[src/hdl/pfe_pkg.sv]
// ----------------------------------------------------------------------------
// pfe_pkg
// shared types and constants of the postfix evaluator
// ----------------------------------------------------------------------------
package pfe_pkg;

    localparam int NUM_VARS = 26;
    localparam logic [4:0] NO_LETTER = 5'd31;

    localparam logic [7:0] TK_LETTER_A = 8'd65;
    localparam logic [7:0] TK_LETTER_Z = 8'd90;
    localparam logic [7:0] TK_DIGIT_0  = 8'd48;
    localparam logic [7:0] TK_DIGIT_9  = 8'd57;
    localparam logic [7:0] TK_PLUS     = 8'h2B;
    localparam logic [7:0] TK_MINUS    = 8'h2D;
    localparam logic [7:0] TK_STAR     = 8'h2A;
    localparam logic [7:0] TK_SLASH    = 8'h2F;
    localparam logic [7:0] TK_PERCENT  = 8'h25;
    localparam logic [7:0] TK_EQUAL    = 8'h3D;

    localparam logic OP_SET   = 1'b0;
    localparam logic OP_TOKEN = 1'b1;

    typedef enum logic [1:0] {
        ST_OK    = 2'd0,
        ST_UNBAL = 2'd1,
        ST_DIV0  = 2'd2,
        ST_FAULT = 2'd3
    } t_status;

    typedef enum logic [2:0] {
        S_IDLE,
        S_READ,
        S_EXEC,
        S_DIV,
        S_FIN
    } t_state;

endpackage

[src/hdl/pfe_divider.sv]
// ----------------------------------------------------------------------------
// pfe_divider
// iterative signed divider, one quotient bit per cycle, c truncation
// ----------------------------------------------------------------------------
module pfe_divider
    import pfe_pkg::*;
#(
    parameter int VALUE_WIDTH = 32
) (
    input  logic                   i_clk,
    input  logic                   i_rst_n,
    input  logic                   i_start,
    input  logic [VALUE_WIDTH-1:0] i_dividend,
    input  logic [VALUE_WIDTH-1:0] i_divisor,
    output logic                   o_done,
    output logic [VALUE_WIDTH-1:0] o_quotient,
    output logic [VALUE_WIDTH-1:0] o_remainder
);
    localparam int CW = $clog2(VALUE_WIDTH + 1);

    logic [VALUE_WIDTH-1:0] r_quo, r_rem, r_den;
    logic [CW-1:0]          r_cnt;
    logic                   r_busy, r_done, r_negq, r_negr;
    logic [VALUE_WIDTH:0]   w_trial;
    logic [VALUE_WIDTH-1:0] w_shift;

    assign w_shift = {r_rem[VALUE_WIDTH-2:0], r_quo[VALUE_WIDTH-1]};
    assign w_trial = {r_rem, r_quo[VALUE_WIDTH-1]} - {1'b0, r_den};

    always_ff @(posedge i_clk) begin
        if (!i_rst_n) begin
            r_busy <= 1'b0;
            r_done <= 1'b0;
        end else begin
            r_done <= 1'b0;
            if (i_start) begin
                r_busy <= 1'b1;
                r_cnt  <= CW'(VALUE_WIDTH);
                r_quo  <= i_dividend[VALUE_WIDTH-1] ? -i_dividend : i_dividend;
                r_den  <= i_divisor[VALUE_WIDTH-1] ? -i_divisor : i_divisor;
                r_rem  <= '0;
                r_negq <= i_dividend[VALUE_WIDTH-1] ^ i_divisor[VALUE_WIDTH-1];
                r_negr <= i_dividend[VALUE_WIDTH-1];
            end else if (r_busy) begin
                if (!w_trial[VALUE_WIDTH]) begin
                    r_rem <= w_trial[VALUE_WIDTH-1:0];
                    r_quo <= {r_quo[VALUE_WIDTH-2:0], 1'b1};
                end else begin
                    r_rem <= w_shift;
                    r_quo <= {r_quo[VALUE_WIDTH-2:0], 1'b0};
                end
                r_cnt <= r_cnt - CW'(1);
                if (r_cnt == CW'(1)) begin
                    r_busy <= 1'b0;
                    r_done <= 1'b1;
                end
            end
        end
    end

    assign o_done      = r_done;
    assign o_quotient  = r_negq ? -r_quo : r_quo;
    assign o_remainder = r_negr ? -r_rem : r_rem;
endmodule

[config.mk]
export PLATFORM = sky130hd
export DESIGN_NAME = pfe_divider
export DESIGN_NICKNAME = d
export VERILOG_FILES = /design/src/hdl/pfe_pkg.sv /design/src/hdl/pfe_divider.sv
export SDC_FILE = /design/constraint.sdc
export NUM_CORES = 1
export LEC_CHECK = 0
export BUFFER_PORTS_ARGS = -buffer_cell sky130_fd_sc_hd__buf_4
export CELL_PAD_IN_SITES_DETAIL_PLACEMENT = 1
export CELL_PAD_IN_SITES_GLOBAL_PLACEMENT = 1
export CORE_UTILIZATION = 30
export DETAILED_ROUTE_END_ITERATION = 10
export MAX_ROUTING_LAYER = met4
export PLACE_DENSITY = 0.73
export SETUP_SLACK_MARGIN = 0.3
export SYNTH_ARGS = -nofsm -noshare
export SYNTH_HDL_FRONTEND = slang
export SYNTH_SLANG_ARGS = --single-unit
[constraint.sdc]
create_clock -name i_clk -period 3.2 [get_ports i_clk]
set_clock_uncertainty 0.05 [all_clocks]
set_input_delay 0 -clock i_clk [delete_from_list [all_inputs] [get_ports i_clk]]
set_output_delay 0 -clock i_clk [all_outputs]
set_load 0.1 [all_outputs]
==> results of run 1 <==
## routing by layer
| metal | vias up | track usage, % | part of all wire [%] |
|---|---|---|---|
| met5 | - | - | 0 |
| met4 | 0 | 5.05 | 1.6 |
| met3 | 34 | 3.30 | 4.3 |
| met2 | 164 | 34.6 | 51 |
| met1 | 3874 | 23.7 | 43 |
| li1 | 3878 | - | - |
## flip-flops by register name (all words and copies together), names as in the netlist
| register | count |
|---|---|
| o_done | 1 |
| r_busy | 1 |
| r_cnt | 6 |
| r_den | 32 |
| r_negq | 1 |
| r_negr | 1 |
| r_quo | 32 |
| r_rem | 32 |
## cells in the mapped netlist (5+ instances only)
cell      number
clkbuf_1      26
xnor2_1      108
or3_1         12
nor3_1        12
o21ai_0       52
a21o_1        11
o21a_1         5
inv_1         51
o31ai_1       33
nand4_1        5
buf_1          6
o211ai_1       6
a211oi_1       9
a21oi_1       64
mux2i_1       30
ha_1          38
xor2_1        43
or2_2          6
nor2b_1        9
edfxtp_1     104
o41ai_1       18
nand3_1       11
nor2_1        90
nand2b_1      15
or4_1         18
nor4_1         8
nand2_1       74
## cell families (layout without fill, tap and decap cells)
kind of cell,after synthesis,count (layout)
simple gates,279,279
compound gates,226,226
xor+xnor,151,151
flops,106,106
buf+inv,88,357
fa+ha+maj,39,39
mux,32,32
other cells,0,3
## where the power goes
| part | leakage (uW) | total (uW) | internal, uW | switching (uW) |
|---|---|---|---|---|
| sequential | 0.00101 | 1830 | 1690 | 139 |
| combinational | 0.00390 | 3370 | 1290 | 2080 |
| clock | 0.000144 | 1140 | 607 | 537 |
| total | 0.00505 | 6340 | 3590 | 2750 |
## metrics by stage
stage	hold slack [ns]	total power [uW]	setup slack, ns	instance area, sq um
finish	0.00482	6340	-0.345	12700
global route	0.000194	6640	-0.441	12700
CTS	0.000228	6200	-0.427	12300
detailed placement	0.165	4670	-0.142	10700
global placement	0.157	4610	-0.114	10700
floorplan	0.0489	3950	0.0239	8890
## how the worst max path moves through the flow
| stage | startpoint | end | cells past startpoint |
|---|---|---|---|
| detailed placement | r_quo[17]$_DFFE_PP_ | o_quotient[31] | 8 |
| floorplan | r_quo[17]$_DFFE_PP_ | o_quotient[30] | 7 |
| CTS | r_quo[17]$_DFFE_PP_ | o_quotient[31] | 8 |
| global route | r_quo[17]$_DFFE_PP_ | o_quotient[31] | 8 |
| global placement | r_quo[17]$_DFFE_PP_ | o_quotient[31] | 8 |
| finish | r_quo[17]$_DFFE_PP_ | o_quotient[31] | 8 |
## timing repair
item,in CTS,in global routing
hold buffers,46,0
setup buffers,28,19
pin swaps,33,36
gates resized for setup,120,59
endpoints found under the setup margin,60,64
cloned,3,0
endpoints found under the hold margin,45,0
## worst reg2reg max path: cells and delay by family (launching register included)
family                     cells  cell delay, ns
AOI/OAI and AO/OA              4            0.78
muxes                          1            0.26
DFF                            1            0.51
buffers and inverters          6            0.82
and+or+nand+nor                3            0.39
adders and majority gates      1            0.30
## layout make-up
cell class | instances | share of cell area (%)
Sequential cell | 106 | 24.8
Clock buffer | 9 | 1.77
Antenna cell | 3 | 0.0590
Clock inverter | 6 | 0.511
Multi-Input combinational cell | 727 | 46.4
Timing Repair Buffer | 291 | 21.2
Tap cell | 378 | 3.71
Inverter | 51 | 1.50
==> impl_results.md, run 1 <==
* Outcome: finished, violations left
* Violated checks: setup timing
* R2r setup slk at -0.15 ns
* Crit path cell chain: or4_4, or4_4, or2_1, or4_4, or3_4, o41ai_4, xnor2_4, buf_12
* DR vias at 7950
* Peak Freq at 282 MHz
* Unrepaired setup endpoints after global routing: true
* First-pass GRT wire length at 43900 um
* Initial antenna violation count at 3
* Largest area contributor in the netlist: edfxtp_1
* Hold Path Stages at 3
* Util after Layout at 45.7%
* Post-DRT Antenna Nets at 0
* Syn Inst Count at 921
* Adder-Cell Fraction of Synth Area at 5.83%
* Post-synthesis simple-gate area fraction at 16.2%
* Core box area at 27900 sq um
* Die height at 170 um
* Area of the multi-input gates at 5910 sq um
* Pin count of the biggest net entering global routing at 63
* CP Launch Type: register
* Estimated wirelength of the detail-placed design at 19400 um
* Ys flop type: edfxtp_1
* H-tree levels at 3
* Final worst slack at -0.345 ns
* Max VDD drop at 321 uV
* Crit path largest cell delay at 0.55 ns
* Syn. warnings at 0
* Crit path DAT at 3.50 ns
* CTS buffer count at 9
* Top delay family on crit path: simple AND/OR/NAND/NOR gates
* Setup TNS at -3.17 ns
* Area delta synth->final at 49.9%
* Max-cap violations at 0
* Bufs and invs on worst path at 1
* Compound-Gate Fraction of Synth Area at 17.4%
* Clk buf depth at 2
* GRT Total Usage at 19.9%
* Filler Cell Count at 3094
* FF-to-FF End: r_quo[0]$_DFFE_PP_
* Via density at 5.06
* Final Non-Filler Cells at 1571
* Hold path start: i_dividend[6]
* Mux cell area share after synthesis at 3.80%
* Most frequent cells in the layout: 193 x buf_4, 104 x edfxtp_1, 91 x xnor2_1
* Post-synthesis net count at 1027
* Area of the mapped netlist at 8500 sq um
* Period utilization at 111%
* Commonest non-fill, non-tap cell in the layout: buf_4
* Root buf cell: clkbuf_16
* Gr ovfl total at 0
* Kind of critical path: reg2out
* Die area at 29000 sq um
* FFs w/ async S/R, synth at 0%
* Routed len/inst at 17.9 um
* # setup viols final at 32
* Max-slew violation count at 0
* Yosys cell types at 64
* CTS sink cnt at 106
* Sequential share of the synthesized area at 37.2%
* Die Wd at 170 um
* Slowest CP cell: or4_4
* CTS tree: yes
* Worst hold endpoint: r_quo[6]$_DFFE_PP_
* Number of global-route vias before repair at 8418
* Top post-synthesis cells by area: edfxtp_1 37%, xnor2_1 11%, ha_1 5.6%
* Clock-pin slew of the registers on the worst-case setup and hold paths at 0.08 ns
* CP Data Required Time at 3.15 ns
* Drt first pass iters at 4
* Final GP Congestion at 0.869
* Worst Reg-to-Reg Cells at 15
* Reg area at 3160 sq um
* Fin crit period at 3.55 ns
* Xor/xnor share of the synthesized area at 15.6%
* Slew at the pin closest to its max-slew limit at 1.27 ns
* Num ports at 132
* Layout Nets at 1292
* R2r startpoint: r_rem[5]$_SDFFCE_PP0P_
* Port-buffer cells at 131
* Initial Util at 30.5%
* LEAKAGE at 0.00505 uW
* Power Dens Cells at 498 nW/um^2
* Clk Latency, worst-skew pair at 0.35 ns
* Starting DRT DRC Count at 374
* Synth top area share at 36.8%
* Placed insts at 1457
* Mapped Avg Cell Area at 9.22 sq um
* Rows at 61
* Seq cells post-synth at 106
* Final Hold Fails at 0
* Worst min-delay path class: in2reg
* Share of layout cells above drive strength 1 at 32.3%
* Most used cell, CP: or4_4
* Largest fanout on the critical path at 3
* Largest family of logic cells by synthesized area: compound AO/OA/AOI/OAI gates
* Worst setup EP type: output port
* Number of flops mapped to enable cells by yosys at 104
* Routed Wire Length at 28000 um
* Slew HR at 15.0%
* Number of remaining DRC errors at 0
No activity file was read; power rests on OpenSTA's default activity.
==> run 2, diff against run 1 <==
- CORE_MARGIN: unset -> 10
- CTS_CLUSTER_SIZE: unset -> 8
==> run 2 against run 1 <==
Net effect:
- the run still ends with setup timing left
- non-clock buffer count rose by 10
- clock power rose by 9.6%
- clock-buffer cell count unchanged
- hold slack better by 0.0033 ns
- critical path depth unchanged
- sequential share of layout area down 0.40 points
- largest cell class unchanged
- highest routed layer unchanged
==> impl_results.md, run 2 (same netlist as run 1, synthesis figures left out) <==
* Outcome: finished, violations left
* Violated checks: setup timing
* Crit path DAT at 3.46 ns
* GRT Total Usage at 15.6%
* Drt first pass iters at 4
* Kind of critical path: reg2out
* DP Worst Slack at -0.0938 ns
* Number of global-route vias before repair at 8437
* Filler Cell Count at 3089
* CTS buffer count at 9
* Commonest non-fill, non-tap cell in the layout: buf_4
* Die area at 35400 sq um
* Share of layout cells above drive strength 1 at 32.7%
* Num ports at 132
* Crit path largest cell delay at 0.55 ns
* CP Data Required Time at 3.15 ns
* Max-cap violations at 0
* CP Launch Type: register
* Worst min-delay path class: in2reg
* Unrepaired setup endpoints after global routing: true
* Setup TNS at -7.47 ns
* Area of the multi-input gates at 5930 sq um
* Root buf cell: clkbuf_16
* Via density at 4.99
* Sw Ratio at 43.0%
* Estimated wirelength of the detail-placed design at 20500 um
* Gr ovfl total at 0
* Reg area at 3160 sq um
* Starting DRT DRC Count at 333
* DR vias at 7907
* Max VDD drop at 334 uV
* Final worst slack at -0.311 ns
* Part of the power in registers at 28.3%
* Top delay family on crit path: simple AND/OR/NAND/NOR gates
* First-pass GRT wire length at 44500 um
* Regs by FF count: r_den: 32 flops, r_quo: 32 flops, r_rem: 32 flops
* Largest fanout on the critical path at 3
* Core box area at 27900 sq um
* Slew at the pin closest to its max-slew limit at 1.40 ns
* Pin count of the biggest net entering global routing at 59
* CTS tree: yes
* Initial antenna violation count at 4
* Bufs and invs on worst path at 1
* Clock-pin slew of the registers on the worst-case setup and hold paths at 0.08 ns
* Initial Util at 30.5%
* Max-slew violation count at 0
* Slowest CP cell: or4_4
* Slew HR at 6.59%
* Layout Nets at 1302
* # setup viols final at 41
* Routed Wire Length at 28300 um
* Period utilization at 110%
* Worst setup EP type: output port
* Final Non-Filler Cells at 1583
* Fin crit period at 3.51 ns
* Worst hold slack at 0.00808 ns
* Crit path cell chain: or4_4, or4_4, or2_1, or4_4, or3_4, o41ai_4, xnor2_4, buf_12
* Die Wd at 188 um
* Int Power at 3700 uW
* Final Hold Fails at 0
* Number of remaining DRC errors at 0
* Rows at 61
* Clk Latency, worst-skew pair at 0.36 ns
* Most used cell, CP: or4_4
* R2r setup slk at -0.24 ns
* Clk buf depth at 2
* Most frequent cells in the layout: 180 x buf_4, 104 x edfxtp_1, 89 x xnor2_1
* H-tree levels at 3
* Final GP Congestion at 0.882
* Clk pwr share at 19.3%
* Sw power at 2790 uW
* Port-buffer cells at 131
* Area delta synth->final at 52.3%
* Placed insts at 1463
* Post-DRT Antenna Nets at 0
* Peak Freq at 285 MHz
* Die height at 188 um
* CTS sink cnt at 106
* Power Dens Cells at 501 nW/um^2
* LEAKAGE at 0.00516 uW
* Routed len/inst at 17.9 um
* Comb power frac at 52.4%
[run 2: repair_timing]
item / CTS / global route
pin swaps: 23 / 24
resized for setup: 120 / 86
endpoints found under the setup margin: 61 / 69
hold buffers: 49 / 0
cloned: 3 / 0
hold endpoints to repair: 49 / 0
setup buffers: 30 / 18
[run 2: area by class of cell]
cell class,count,share of cell area (%)
clock buffers,9,1.74
inverters,51,1.48
repair buffers,301,22.0
diodes,4,0.0773
flip-flops and latches,106,24.4
multi-input cells,727,45.8
well taps,378,3.65
clock inverters,7,0.773
[run 2: path summary, 6_finish.rpt]
check / from / endpoint / depth (start not counted)
worst max register to register: r_rem[3]$_SDFFCE_PP0P_ / r_rem[8]$_SDFFCE_PP0P_ / 13
worst max-delay path: r_quo[17]$_DFFE_PP_ / o_quotient[31] / 8
worst min-delay path: i_dividend[27] / r_quo[27]$_DFFE_PP_ / 3
worst min register to register: r_busy$_SDFF_PN0_ / o_done$_SDFF_PP0_ / 2
[run 2: power by group through the flow]
stage	sequential [uW]	clock, uW	combinational [uW]
2_1_floorplan	1830	0	2120
3_3_place_gp	1850	0	2790
3_5_place_dp	1850	0	2840
4_1_cts	1830	1280	3190
5_1_grt	1850	1340	3600
6_report	1830	1250	3400
[run 2: layer usage]
metal  up-vias  share of wire (%)  global-route usage (%)
met1      3847                 46                    19.3
met4         0                1.5                    3.45
met3        22                3.5                    2.62
met5         -                  0                       -
li1       3897                  -                       -
met2       141                 49                    26.2
[run 2: per-stage QoR]
| step | instance area (sq um) | total power [uW] | util [%] |
|---|---|---|---|
| final | 12900 | 6490 | 46.5 |
| after global routing | 12900 | 6790 | 46.5 |
| after CTS | 12400 | 6300 | 44.4 |
| after detailed placement | 10700 | 4690 | 38.5 |
| after global placement | 10700 | 4630 | 38.5 |
| after floorplan | 8890 | 3950 | - |
[run 2: tightest hold or removal path: cells and delay by family]
| kind | cells | cell delay [ns] |
|---|---|---|
| compound gates | 1 | 0.13 |
| buf+inv | 1 | 0.10 |
| xor+xnor | 1 | 0.06 |
